===== config.mk =====
export PLATFORM = sky130hd
export DESIGN_NAME = urrf_ctrl
export DESIGN_NICKNAME = d
export VERILOG_FILES = /design/src/rtl/urrf_pkg.sv /design/src/rtl/urrf_ctrl.sv
export SDC_FILE = /design/constraint.sdc
export NUM_CORES = 1
export LEC_CHECK = 0
export BUFFER_PORTS_ARGS = -buffer_cell sky130_fd_sc_hd__buf_2
export CAP_MARGIN = 20
export CORE_AREA = 2 2 39 41
export DETAILED_ROUTE_END_ITERATION = 16
export DIE_AREA = 0 0 41 43
export SLEW_MARGIN = 10
export SYNTH_ARGS = -nofsm -noshare
export SYNTH_HDL_FRONTEND = slang
export SYNTH_SLANG_ARGS = --single-unit

===== constraint.sdc =====
create_clock -name i_clk -period 2 [get_ports i_clk]
set_input_delay 0.2 -clock i_clk [delete_from_list [all_inputs] [get_ports i_clk]]
set_output_delay 0.2 -clock i_clk [all_outputs]
set_load 0.005 [all_outputs]

===== src/rtl/urrf_pkg.sv =====
// Shared constants, types and a pointer helper function for the receive ring FIFO.
package urrf_pkg;

    // Ring geometry.
    localparam int unsigned DEPTH = 2048;
    localparam int unsigned PTR_W = (DEPTH > 1) ? $clog2(DEPTH) : 1;
    localparam int unsigned BYTE_W = 8;

    typedef logic [PTR_W-1:0] t_ptr;
    typedef logic [BYTE_W-1:0] t_byte;

    // Operation codes carried by each input word.
    typedef enum logic [1:0] {
        OP_PUSH  = 2'd0,
        OP_POP   = 2'd1,
        OP_TAP   = 2'd2,
        OP_CLEAR = 2'd3
    } t_op;

    // Commands from the controller to the datapath.
    typedef struct packed {
        logic accept;   // an input word is taken this cycle
        logic capture;  // memory read data is valid, load the result register
    } t_dp_cmd;

    // Advance a ring pointer, wrapping from the last entry to zero.
    function automatic t_ptr ptr_next(input t_ptr p);
        t_ptr q;
        if (p == t_ptr'(DEPTH - 1)) begin
            q = '0;
        end else begin
            q = p + t_ptr'(1);
        end
        return q;
    endfunction

endpackage


===== src/rtl/urrf_ctrl.sv =====
// Handshake controller: sequences each word through memory read and result hold.
module urrf_ctrl (
    input  logic             i_clk,
    input  logic             i_rst_n,
    input  logic             i_in_valid,
    output logic             o_in_ready,
    output logic             o_out_valid,
    input  logic             i_out_ready,
    output urrf_pkg::t_dp_cmd o_cmd
);

    typedef enum logic [1:0] {
        S_IDLE,
        S_READ,
        S_HOLD
    } t_state;

    t_state r_state;
    t_state n_state;
    logic   r_out_valid;
    logic   n_out_valid;
    logic   w_ready;
    logic   w_accept;

    // A new word may enter when idle, or when the held result leaves this cycle.
    assign w_ready  = (r_state == S_IDLE) || ((r_state == S_HOLD) && i_out_ready);
    assign w_accept = i_in_valid && w_ready;

    // Next state.
    always_comb begin
        n_state     = r_state;
        n_out_valid = r_out_valid;
        unique case (r_state)
            S_IDLE: begin
                if (w_accept) begin
                    n_state = S_READ;
                end
            end
            S_READ: begin
                n_state     = S_HOLD;
                n_out_valid = 1'b1;
            end
            S_HOLD: begin
                if (i_out_ready) begin
                    n_out_valid = 1'b0;
                    n_state     = w_accept ? S_READ : S_IDLE;
                end
            end
            default: begin
                n_state     = S_IDLE;
                n_out_valid = 1'b0;
            end
        endcase
    end

    // State and registered output valid.
    always_ff @(posedge i_clk) begin
        if (!i_rst_n) begin
            r_state     <= S_IDLE;
            r_out_valid <= 1'b0;
        end else begin
            r_state     <= n_state;
            r_out_valid <= n_out_valid;
        end
    end

    assign o_in_ready    = w_ready;
    assign o_out_valid   = r_out_valid;
    assign o_cmd.accept  = w_accept;
    assign o_cmd.capture = (r_state == S_READ);

endmodule


# After elaboration in Yosys (flattened, before gate mapping)
# Index checks and enable logic that the tools add are counted.
# op_classes
n_mux	6
n_eq_ne	4
n_reduce_logical	6
bitwise_logic	1
# op_table
cell	count
$pmux W2 S3	1
$mux W2	2
$ne A2 B2 Y1 const B	2
$reduce_and A2 Y1	2
$pmux W1 S3	1
$eq A2 B1 Y1 const B	1
$eq A2 B2 Y1 const B	1
$logic_and A1 B1 Y1	2
$logic_not A2 Y1	1
$mux W1	2
$logic_or A1 B1 Y1	1
$not A1 Y1	1
# totals
word_cells	19
input_bits	4
regBits	3
output_inout_bits	4

# Longest topological paths before layout
# Gate-level depths: netlist of the first run.
# logic_depth
ltp_word	7
mapped_depth	3
mapped_depth_nobuf	2

# Least setup slack after synthesis of the first run
# No wires, ideal clock.
# synth_path
path_type	register to output
startpoint	register r_state[1]
endpoint	output port o_cmd[1] in the netlist's numbering
n_path_buf	1
stages_incl_launch_ff	4
setup_slack_ns	1.051
required_time_ns	1.800
t_arrival_ns	0.749
path_cell_list	dfxtp_1 > nor2b_4 > nor3b_1 > buf_4
# synth_via
elab_chain_len	4
elab_cells_between_ends	5
cone_classes	eq/ne (1); reduce/logical (4)
# synth_lines
item	line	text
start: declaration	urrf_ctrl.sv:18	t_state r_state;
start signal: assignment	urrf_ctrl.sv:62	r_state <= n_state;
$eq A2 B2 Y1	urrf_ctrl.sv:26	assign w_ready = (r_state == S_IDLE) || ((r_state == S_HOLD) && i_out_ready);
$logic_and A1 B1 Y1	urrf_ctrl.sv:26	
$logic_or A1 B1 Y1 (*)	urrf_ctrl.sv:26	
$logic_and A1 B1 Y1 (*)	urrf_ctrl.sv:27	assign w_accept = i_in_valid && w_ready;
end: declaration	urrf_ctrl.sv:9	output urrf_pkg::t_dp_cmd o_cmd
# Mark *: on every way between the ends. The rest lies on a longest branch, timed or not.

==> run summary, run 1 <==
worst reg2reg path startpoint = r_state[1]
sequential element share of the synthesized area = 37.5%
Seq cells post-synth = 3
WL/cell = 7.44 µm
nets@finish = 28
global-route wire length before repair = 414 µm
Cells on Worst Hold Path = 2
Vias/cell = 3.10
CTS tree = yes
R2R depth = 2
largest net degree at the start of global routing = 8
GR Overflow Total = 0
Starting Density = 11.6%
NetSw = 42.0 µW
Worst Skew = 0.000999 ns
Num CTS Buffers = 3
status = completed
Mapped Nets = 18
final core utilization = 16.4%
CTS root buffer = clkbuf_4
Placed Cells = 35
Die H = 43 µm
Min Clock Period, post-route = 1.22 ns
max_cap viols = 0
Peak Freq = 820 MHz
worst slew pin tran = 0.218 ns
PwrDens = 861 mW/mm²
initial antenna violation count = 0
CP Class = reg -> out
combinational share of power = 11.5%
Largest stage delay, worst path = 0.34 ns
Worst-Skew Late Latency = 0.23 ns
clk buf depth = 2
core area = 0.00138 mm²
layout cell share with drive strength beyond 1 = 56.5%
Slew Viols, Final = 0
clock power share = 53.5%
# resized after CTS = 0
# diodes = 0
# setup viols final = 0
Startpoint Class = register
Lkg Pwr = 0.0000999 µW
setup bufs post-CTS = 0
# rows = 14
Avg Inst Size Synth = 11.4 µm²
Yosys cell types = 9
Cells after Synth = 14
DRC Markers = 0
final RePlAce weighted congestion = 0.537
total global-route track usage = 4.31%
filler-free cell count of the finished design = 39
sequential share of power = 35.0%
flop-to-flop setup slack = 1.20 ns
worst hold path endpoint = r_state[1]
Layout area overhead = 41.4%
Die ar. = 0.00176 mm²
Fillers = 166
hold buffers post-CTS = 0
Ys Warns = 0
antenna-violating nets left = 0
number of global-route vias before repair = 99
relative max-transition margin = 85.5%
FF-to-FF End = r_state[0]
First-pass DRT Iterations = 2
final hold vios = 0
final setup TNS = 0 ns
clk sinks = 3
CTS clock-pin slew for the worst setup and hold paths = 0.03 ns
Die Width = 41 µm
hold path startpoint = i_rst_n
internal power = 153 µW
RSZ-0062 raised after global routing = false
via count = 121
Cell Chain, Critical Path = nor2b_4 > nor3b_1 > buf_2
Sw Ratio = 21.5%
worst hold path type = in -> reg
CP max-delay cell = dfxtp_1
Worst Path Max Fanout = 4
CP Data Arrival Time = 1.02 ns
IO buf count = 7
Crit. End Element = output pin
CTS H-Tree Depth = 1
Post-Syn Area = 160 µm²
Starting DRT DRC Count = 3
peak supply drop = 183 µV
period utilisation layout = 61.0%
final WL = 290 µm
Boundary Pins = 8
worst endpoint required time = 1.80 ns
-- sequential cells by signal, summed over array words and instances (netlist names) --
register	count
r_state	2
o_out_valid	1
-- layout make-up --
type	count	area [µm²]	area share, %
clock buffers	4	26.3	11.6
well taps	16	20.0	8.84
flip-flops and latches	3	60.1	26.5
multi-input cells	9	85.1	37.6
repair buffers	7	35.0	15.5
-- power groups by stage --
stage	logic [µW]	clock network, µW	registers, µW
floorplan	15.5	0	68.9
global placement	22.8	0	69.1
detailed placement	23.0	0	69.2
CTS	23.0	112	68.3
global route	24.3	118	69.0
finish	22.3	104	68.3
-- worst max path at each step --
| stage | slack (ns) | from | to | depth (start not counted) |
|---|---|---|---|---|
| final | 0.78 | r_state[1] | o_cmd[1] | 3 |
| after global routing | 0.72 | r_state[1] | o_cmd[1] | 3 |
| after CTS | 0.76 | r_state[1] | o_cmd[1] | 3 |
| after detailed placement | 1.01 | r_state[1] | o_cmd[1] | 3 |
| after global placement | 1.02 | r_state[1] | o_cmd[1] | 3 |
| after floorplan | 1.05 | r_state[1] | o_cmd[1] | 3 |
-- layer usage --
metal  track usage, %  vias up  share of wire [%]
met5                0        -                  0
li1                 -       65                  -
met4             4.00        0                  0
met1             3.85       52                 41
met2             4.06        4                 47
met3             6.28        0                 12
-- kinds of logic (layout without fill, tap and decap cells) --
group | Yosys count | after routing | synth area share (%)
and+or+nand+nor | 6 | 6 | 39.1
buffers and inverters | 2 | 11 | 9.37
AOI/OAI and AO/OA | 3 | 3 | 14.1
DFF | 3 | 3 | 37.5
-- synth_stat cells, drive strengths merged --
library cell	count	share of area [%]
buf	2	9.4
nor3b	2	9.4
o21ai	1	3.1
o211a	1	6.3
nor2b	2	17
dfxtp	3	38
nor2	1	2.3
nor4bb	1	10
o21a	1	4.7
-- worst max-delay path: cells and delay by family (launching register included) --
family / cells / cell delay (ns)
flops: 1 / 0.34
simple gates: 2 / 0.31
buf+inv: 1 / 0.14
-- cells in the final DEF (no fill, tap or decap) --
| cell type | Yosys | routed |
|---|---|---|
| buf_2 | 0 | 7 |
| clkbuf_1 | 0 | 1 |
| clkbuf_4 | 0 | 3 |
| dfxtp_1 | 3 | 3 |
| nor2_1 | 1 | 1 |
| nor2b_4 | 2 | 2 |
| nor3b_1 | 2 | 2 |
| nor4bb_2 | 1 | 1 |
| o211a_1 | 1 | 1 |
| o21a_1 | 1 | 1 |
| o21ai_0 | 1 | 1 |
-- stage by stage --
step	hold WS (ns)	instance area [µm²]	power [µW]	setup slack, ns
floorplan	0.318	160	84.4	1.05
global placement	0.442	200	91.9	1.02
detailed placement	0.458	200	92.2	1.01
CTS	0.214	226	203	0.757
global route	0.205	226	211	0.717
finish	0.210	226	195	0.781
No activity file was read; power rests on OpenSTA's default activity.
==> inputs of run 2 (changes only) <==
==> constraint.sdc (replaced) <==
create_clock -name i_clk -period 1.1 [get_ports i_clk]
set_input_delay 0.11 -clock i_clk [delete_from_list [all_inputs] [get_ports i_clk]]
set_output_delay 0.11 -clock i_clk [all_outputs]
set_load 0.005 [all_outputs]
==> run summary, run 2 (same netlist as run 1, synthesis figures left out) <==
CP max-delay cell = dfxtp_4 (was dfxtp_1)
# rows = 14 (unchanged)
multi-input logic area = 90.1 µm² (was 85.1 µm²)
nets@finish = 29 (was 28)
Placed Cells = 35 (unchanged)
Fillers = 156 (was 166)
largest net degree at the start of global routing = 8 (unchanged)
# diodes = 0 (unchanged)
Worst Path Max Fanout = 3 (was 4)
Worst-Skew Late Latency = 0.23 ns (about the same)
Largest stage delay, worst path = 0.33 ns (was 0.34 ns)
most common cell after layout, fill and taps aside = buf_2 (unchanged)
CP Data Arrival Time = 0.95 ns (was 1.02 ns)
CTS root buffer = clkbuf_4 (unchanged)
Die ar. = 0.00176 mm² (unchanged)
DRC Markers = 0 (unchanged)
met3 Track Usage GR = 6.28% (unchanged)
number of global-route vias before repair = 130 (was 99)
Layout area overhead = 52.3% (was 41.4%)
Register Area = 65.1 µm² (was 60.1 µm²)
WL/cell = 8.15 µm (was 7.44 µm)
grt met1 use = 4.17% (was 3.85%)
worst slew pin tran = 0.196 ns (was 0.218 ns)
antenna-violating nets left = 0 (unchanged)
R2R depth = 3 (was 2)
Worst Skew = 0.00165 ns (was 0.000999 ns)
First-pass DRT Iterations = 1 (was 2)
CTS clock-pin slew for the worst setup and hold paths = 0.03 ns (about the same)
total global-route track usage = 5.42% (was 4.31%)
Starting Density = 11.6% (unchanged)
# setup viols final = 0 (unchanged)
PwrDens = 1470 mW/mm² (was 861 mW/mm²)
RSZ-0062 raised after global routing = true (was false)
global-route wire length before repair = 510 µm (was 414 µm)
CTS tree = yes (unchanged)
IO buf count = 7 (unchanged)
core area = 0.00138 mm² (unchanged)
final hold vios = 0 (unchanged)
final WL = 326 µm (was 290 µm)
GR Overflow Total = 0 (unchanged)
worst hold path type = in -> reg (unchanged)
Min Clock Period, post-route = 1.06 ns
Slew Viols, Final = 0 (unchanged)
filler-free cell count of the finished design = 40 (was 39)
Die H = 43 µm (unchanged)
via count = 135 (was 121)
hold buffers post-CTS = 0 (unchanged)
Num CTS Buffers = 3 (unchanged)
met2 Resource Use GR = 6.25% (was 4.06%)
relative max-transition margin = 86.7% (was 85.5%)
worst reg2reg path startpoint = r_state[1] (unchanged)
Starting DRT DRC Count = 0 (was 3)
FF-to-FF End = r_state[1] (was r_state[0])
Crit. End Element = output pin (unchanged)
most used routing layer = met3 (unchanged)
Peak Freq = 940 MHz
Lkg Pwr = 0.000109 µW (was 0.0000999 µW)
most frequent cells in the layout = buf_2, clkbuf_4, nor2b_4 (was buf_2, clkbuf_4, dfxtp_1)
Setup crit start = r_state[1] (unchanged)
period utilisation layout = 96.7%
flop-to-flop setup slack = 0.23 ns (was 1.20 ns)
layout cell share with drive strength beyond 1 = 70.8% (was 56.5%)
CP endpoint = o_cmd[1] (unchanged)
hold slack final = 0.120 ns (was 0.210 ns)
Boundary Pins = 8 (unchanged)
max reg flops = 2 (unchanged)
status = completed (unchanged)
Cell Chain, Critical Path = nor2b_4 > nor3b_2 > buf_2 (was nor2b_4 > nor3b_1 > buf_2)
worst endpoint required time = 0.99 ns (was 1.80 ns)
peak supply drop = 258 µV (was 183 µV)
Die Width = 41 µm (unchanged)
CTS H-Tree Depth = 1 (unchanged)
clk sinks = 3 (unchanged)
initial antenna violation count = 0 (unchanged)
CP Class = reg -> out (unchanged)
Startpoint Class = register (unchanged)
max_cap viols = 0 (unchanged)
largest register by flop count = r_state (unchanged)
clk buf depth = 2 (unchanged)
Vias/cell = 3.38 (was 3.10)
final core utilization = 17.6% (was 16.4%)
final RePlAce weighted congestion = 0.528 (was 0.537)
-- run 2: cell count changes in the layout (fill, tap and decap cells not counted) --
cell     before  now
nor3b_1       2    1
dfxtp_2       0    1
dfxtp_4       0    1
nor3b_2       0    1
buf_4         0    1
dfxtp_1       3    1
-- run 2: repair_timing --
item                                    CTS  global route
endpoints found under the hold margin     0             0
resized for setup                         2             2
setup buffers                             0             1
pin swaps                                 0             0
endpoints found under the setup margin    2             3
-- run 2: power by group --
group / switching (µW) / leakage (µW) / internal, µW / total (µW)
clock: 53.7 / 0.0000150 / 136 / 189
combinational: 17.2 / 0.0000686 / 29.2 / 46.5
sequential: 6.79 / 0.0000258 / 116 / 123
total: 77.7 / 0.000109 / 281 / 359
-- run 2: cell type report --
cell class              instances  area share (%)
flip-flops and latches          3            26.7
multi-input cells               9            36.9
repair buffers                  8            17.4
well taps                      16            8.21
clock buffers                   4            10.8
-- run 2: worst min path at each step --
stage                     startpoint    endpoint  cells after the start
after floorplan              i_rst_n  r_state[1]                      1
after global routing         i_rst_n  r_state[1]                      2
after detailed placement     i_rst_n  r_state[1]                      2
after CTS                    i_rst_n  r_state[1]                      2
after global placement       i_rst_n  r_state[1]                      2
final                        i_rst_n  r_state[1]                      2
-- run 2: routing by layer --
layer  wire, µm  vias to the layer above
met5          0                        -
met4          0                        0
met3         26                        0
met2        174                        4
met1        124                       62
li1           -                       69
-- run 2: critical path, delay by kind of cell, from the launching register on --
kind                   cells  cell delay, ns
buffers and inverters      1            0.13
and+or+nand+nor            2            0.27
DFF                        1            0.33
-- run 2: per-stage QoR --
step	setup TNS, ns	cell area, µm²	worst slack, ns	power (µW)
after CTS	0	233	0.000260	370
final	0	244	0.0361	359
after global placement	0	200	0.230	167
after global routing	-0.0176	244	-0.0176	397
after detailed placement	0	200	0.191	168
after floorplan	0	160	0.241	153
